$ cat src/sv/npt_pkg.sv
`timescale 1ns / 1ps
`default_nettype none
// ----------------------------------------------------------------------------
// npt_pkg
// Shared constants, codes and types for the nearest point time lookup block.
// ----------------------------------------------------------------------------
package npt_pkg;

  // table geometry
  localparam int unsigned MAX_SAMPLES = 1024;
  localparam int unsigned IDX_W       = $clog2(MAX_SAMPLES);
  localparam int unsigned CNT_W       = $clog2(MAX_SAMPLES + 1);

  // field widths
  localparam int unsigned KIND_W   = 2;
  localparam int unsigned POS_W    = 24;
  localparam int unsigned TIME_W   = 32;
  localparam int unsigned STATUS_W = 2;
  localparam int unsigned MIDX_W   = 10;

  // distance datapath widths: |d| fits POS_W+1 bits, d^2 fits 2*POS_W+1
  localparam int unsigned ABS_W  = POS_W + 1;
  localparam int unsigned SQ_W   = 2 * POS_W + 1;
  localparam int unsigned DIST_W = SQ_W + 1;

  // request kinds
  localparam logic [KIND_W-1:0] KIND_CLEAR  = 2'd0;
  localparam logic [KIND_W-1:0] KIND_APPEND = 2'd1;
  localparam logic [KIND_W-1:0] KIND_QUERY  = 2'd2;

  // result status codes
  localparam logic [STATUS_W-1:0] STATUS_OK    = 2'd0;
  localparam logic [STATUS_W-1:0] STATUS_EMPTY = 2'd1;
  localparam logic [STATUS_W-1:0] STATUS_FULL  = 2'd2;

  // one stored sample
  typedef struct packed {
    logic        [TIME_W-1:0] time_us;
    logic signed [POS_W-1:0]  y;
    logic signed [POS_W-1:0]  x;
  } sample_t;

  // sideband that travels with a sample through the distance unit
  typedef struct packed {
    logic [IDX_W-1:0]  idx;
    logic [TIME_W-1:0] time_us;
  } tag_t;

endpackage
`default_nettype wire

$ cat src/sv/npt_dist_unit.sv
`timescale 1ns / 1ps
`default_nettype none
// ----------------------------------------------------------------------------
// npt_dist_unit
// Pipelined squared distance unit, one sample per cycle, three stages.
// ----------------------------------------------------------------------------
module npt_dist_unit (
  input  wire logic                                clk_i,
  input  wire logic                                rst_ni,
  input  wire logic                                valid_i,
  input  wire npt_pkg::tag_t                       tag_i,
  input  wire logic signed [npt_pkg::POS_W-1:0]    smp_x_i,
  input  wire logic signed [npt_pkg::POS_W-1:0]    smp_y_i,
  input  wire logic signed [npt_pkg::POS_W-1:0]    qry_x_i,
  input  wire logic signed [npt_pkg::POS_W-1:0]    qry_y_i,
  output logic                                     valid_o,
  output npt_pkg::tag_t                            tag_o,
  output logic [npt_pkg::DIST_W-1:0]               dist_o
);

  logic signed [npt_pkg::ABS_W-1:0] dx, dy;
  logic [npt_pkg::ABS_W-1:0]        ax_d, ay_d;
  logic [npt_pkg::ABS_W-1:0]        ax_q, ay_q;
  logic [2*npt_pkg::ABS_W-1:0]      prod_x, prod_y;
  logic [npt_pkg::SQ_W-1:0]         sqx_q, sqy_q;
  logic [npt_pkg::DIST_W-1:0]       dist_q;
  logic [2:0]                       vld_q;
  npt_pkg::tag_t                    tag1_q, tag2_q, tag3_q;

  // stage 1: signed differences and magnitudes
  always_comb begin
    dx   = {smp_x_i[npt_pkg::POS_W-1], smp_x_i} - {qry_x_i[npt_pkg::POS_W-1], qry_x_i};
    dy   = {smp_y_i[npt_pkg::POS_W-1], smp_y_i} - {qry_y_i[npt_pkg::POS_W-1], qry_y_i};
    ax_d = dx[npt_pkg::ABS_W-1] ? npt_pkg::ABS_W'(-dx) : npt_pkg::ABS_W'(dx);
    ay_d = dy[npt_pkg::ABS_W-1] ? npt_pkg::ABS_W'(-dy) : npt_pkg::ABS_W'(dy);
  end

  // stage 2: squares
  assign prod_x = ax_q * ax_q;
  assign prod_y = ay_q * ay_q;

  always_ff @(posedge clk_i) begin
    ax_q   <= ax_d;
    ay_q   <= ay_d;
    sqx_q  <= prod_x[npt_pkg::SQ_W-1:0];
    sqy_q  <= prod_y[npt_pkg::SQ_W-1:0];
    // stage 3: sum of squares
    dist_q <= {1'b0, sqx_q} + {1'b0, sqy_q};
    tag1_q <= tag_i;
    tag2_q <= tag1_q;
    tag3_q <= tag2_q;
  end

  // valid pipeline
  always_ff @(posedge clk_i or negedge rst_ni) begin
    if (!rst_ni) begin
      vld_q <= '0;
    end else begin
      vld_q <= {vld_q[1:0], valid_i};
    end
  end

  assign valid_o = vld_q[2];
  assign tag_o   = tag3_q;
  assign dist_o  = dist_q;

endmodule
`default_nettype wire

$ cat config.mk
export PLATFORM = sky130hd
export DESIGN_NAME = npt_dist_unit
export DESIGN_NICKNAME = d
export VERILOG_FILES = /design/src/sv/npt_pkg.sv /design/src/sv/npt_dist_unit.sv
export SDC_FILE = /design/constraint.sdc
export NUM_CORES = 2
export LEC_CHECK = 0
export ABC_CLOCK_PERIOD_IN_PS = 9600
export BUFFER_PORTS_ARGS = -buffer_cell sky130_fd_sc_hd__buf_2
export CAP_MARGIN = 20
export CORE_MARGIN = 8
export CORE_UTILIZATION = 50
export CTS_BUF_LIST = sky130_fd_sc_hd__clkbuf_8 sky130_fd_sc_hd__clkbuf_16
export CTS_CLUSTER_DIAMETER = 30
export DETAILED_ROUTE_END_ITERATION = 6
export PLACE_DENSITY = 0.64
export SETUP_SLACK_MARGIN = 0.15
export SYNTH_ARGS = -nofsm -noshare
export SYNTH_HDL_FRONTEND = slang
export SYNTH_SLANG_ARGS = --single-unit
$ cat constraint.sdc
create_clock -name clk_i -period 9.6 [get_ports clk_i]
set_input_delay 2.4 -clock clk_i [delete_from_list [all_inputs] [get_ports clk_i]]
set_output_delay 2.4 -clock clk_i [all_outputs]
set_load 0.05 [all_outputs]
==> results.py <==
metrics = {
    "synth": {
        "ys_seq_area_frac": 0.1367,
        "synth.cell_area_mm2": 0.04770,
        "yosysWarnings": 0,
        "synth_ff_type": "dfxtp_1",
        "syn-instance-count": 5072,
        "syn_nets": 6614,
        "synth_top_cell_by_area": "fa_1",
        "synth.distinct_cells": 90,
        "synth-seq-cells": 325,
        "synth_edf_count": 0,
        "async_flop_share": 0.009231,
        "synth_top_area_frac": 0.3928,
        "avgSynthCellArea_um2": 9.404,
        "ys_top_cells_by_area": "fa_1 (39%), dfxtp_1 (14%), ha_1 (12%)",
        "synth_common_cells": "inv_1 (1392), fa_1 (936), ha_1 (465), nand2_1 (393), dfxtp_1 (322)",
        "synth_most_common_cell": "inv_1",
    },
    "run": {
        "cap_violations": 0,
    },
    "setup_path": {
        "crit_start": "ax_q[2]$_DFF_P_",
        "cp-end-kind": "flop",
        "crit_path_end": "sqx_q[46]$_DFF_P_",
        "crit_fanout": 26,
        "startpoint_type": "flop",
        "crit_required_ns": 10.11,
        "crit_type": "reg -> reg",
        "r2r_end": "sqx_q[46]$_DFF_P_",
        "worstPathArrival_ns": 8.80,
        "r2r_start": "ax_q[2]$_DFF_P_",
        "reg2reg_slack_ns": 1.31,
        "reg2reg_depth": 23,
    },
    "final_layout": {
        "final_area_mm2": 0.05248,
        "nets": 6823,
        "fin_cells": 6598,
        "diodes": 0,
        "final_layout_size_suffix_gt1_frac": 0.08288,
        "areaGrowthSynthToFinish_pct": 10.03,
    },
    "sta": {
        "slew_viol_final": 0,
        "fmax_mhz": 120.7,
        "rsz0062_at_grt": "no",
        "finalSetupViolations": 0,
        "finalClockSkew_ns": 0.05944,
        "worstMarginPinSlew_ns": 1.144,
        "period_minus_slack_ns": 8.288,
        "fin_setup_tns_ns": 0,
        "fin_crit_sh": 0.8633,
        "final_hold_viol_count": 0,
        "relSlewSlack": 0.2360,
        "hold_slack_ns": 0.3066,
    },
    "clocking": {
        "cts_buffers": 60,
        "cts.sinks": 325,
        "cts.path.max_buffers": 3,
        "clk_pin_slew_ns": 0.05,
        "cts_hold_buf": 0,
        "cts_tree": "built",
        "post_cts_resized": 0,
        "cts-root-buf": "clkbuf_16",
        "clk_latency_ns": 0.67,
        "post_cts_buffers": 0,
        "htree_levels": 2,
    },
    "floorplanning": {
        "die_area_mm2": 0.1055,
        "die_w_um": 324.9,
        "initial_utilization": 0.5035,
        "core-area_mm2": 0.09473,
        "die_height_um": 324.9,
        "row_count": 113,
        "num_io_pins": 234,
    },
    "global_routing": {
        "grt_overflow": 0,
        "grtUsageTotal": 0.2036,
        "grt_max_degree": 29,
        "grt_pass1_vias": 36148,
        "grt_first_pass_wirelength_mm": 177.8,
        "antenna_found_initial": 1,
    },
    "detailed_routing": {
        "initialDrtViolationCount": 1776,
        "detail-route-antenna-nets": 0,
        "drt-pass1-iter-count": 5,
        "vias_per_cell": 5.038,
        "vias": 33242,
        "drc": 0,
        "drt-total-wl_mm": 104.9,
        "wl_per_cell_um": 15.89,
    },
    "placed_design": {
        "dp_hpwl_mm": 88.32,
        "place_area_mm2": 0.05027,
        "portBuffers": 233,
        "gp_congestion": 0.8798,
        "dp_cells": 6481,
    },
    "min_path": {
        "hp-start": "tag2_q[23]$_DFF_P_",
        "hold_class": "reg -> reg",
    },
    "outcome": {
        "status": "completed",
    },
}
-- kinds of logic (layout without fill, tap and decap cells) --
kind of cell    Yosys count  in the layout  share of synthesized area
buf+inv                1524           1785                     0.1200
fa+ha+maj              1401           1401                     0.5148
simple gates           1023           1023                     0.1055
compound gates          565            565                    0.07977
flops                   325            325                     0.1367
xor+xnor                229            229                    0.04205
mux                       5              5                   0.001102
-- sequential cells by signal, indices dropped and copies added, names as in the netlist --
signal  cells
vld_q       3
dist_o     50
sqy_q      48
tag_o      42
ax_q       25
ay_q       25
tag1_q     42
tag2_q     42
sqx_q      48
-- worst min-delay path by stage --
stage | to | cells after the start
2_1_floorplan | tag2_q[0]$_DFF_P_ | 0
3_3_place_gp | tag2_q[41]$_DFF_P_ | 0
3_5_place_dp | tag2_q[12]$_DFF_P_ | 0
4_1_cts | tag_o[23]$_DFF_P_ | 0
5_1_grt | tag_o[23]$_DFF_P_ | 0
6_report | tag_o[23]$_DFF_P_ | 0
-- critical path, cell delays in order (launching register included) --
cell and delay (ns):
dfxtp_1 1.07, nand2_1 0.28, fa_1 0.57, inv_1 0.05
fa_1 0.53, inv_1 0.06, fa_1 0.53, inv_1 0.05
fa_1 0.48, fa_1 0.50, fa_1 0.49, inv_1 0.05
fa_1 0.47, inv_1 0.04, ha_1 0.36, and3_1 0.23
nand2_1 0.06, o21ai_0 0.27, o211ai_1 0.34, o31ai_1 0.73
o21ai_1 0.23, o21ai_1 0.39, mux2i_1 0.23, o2111ai_1 0.12
-- area by class of cell --
cell class                 count  area (um2)
tap                         1265        1583
sequential                   325        6521
timing repair buffer         279        1534
multi-input combinational   3223       35450
inverter                    1392        5225
clock buffer                  63        1543
fill                        8542       42250
clock inverter                51       623.1
-- placed cells by master, fill, tap and decap left out, types with 13 or more instances in the layout --
cell type,instances
a211oi_1,22
a21o_1,108
a21oi_1,147
a31oi_1,22
and2_1,261
and3_1,22
buf_2,233
buf_4,43
clkbuf_16,60
dfxtp_1,322
fa_1,936
ha_1,465
inv_1,1393
nand2_1,393
nand2b_1,14
nand3_1,42
nand4_1,20
nor2_1,157
nor2b_1,28
nor3_1,23
o21a_1,16
o21ai_0,81
o21ai_1,21
o21bai_1,23
o31ai_1,13
xnor2_1,148
xor2_1,81
-- metrics by stage --
stage	util	setup slack, ns
3_5_place_dp	0.5307	1.391
2_1_floorplan	-	2.416
5_1_grt	0.5540	0.8198
6_report	0.5540	1.312
4_1_cts	0.5535	1.350
3_3_place_gp	0.5307	1.524
-- metal layers --
layer,vias to the layer above,track usage,share of wire
met5,-,0,0
met4,0,0.05075,0.022
met3,145,0.03007,0.047
met2,683,0.3612,0.50
met1,16698,0.2606,0.43
li1,15716,-,-
Power is not shown: default switching activity piles up to over one toggle a cycle in this logic, so the estimate is an artifact.
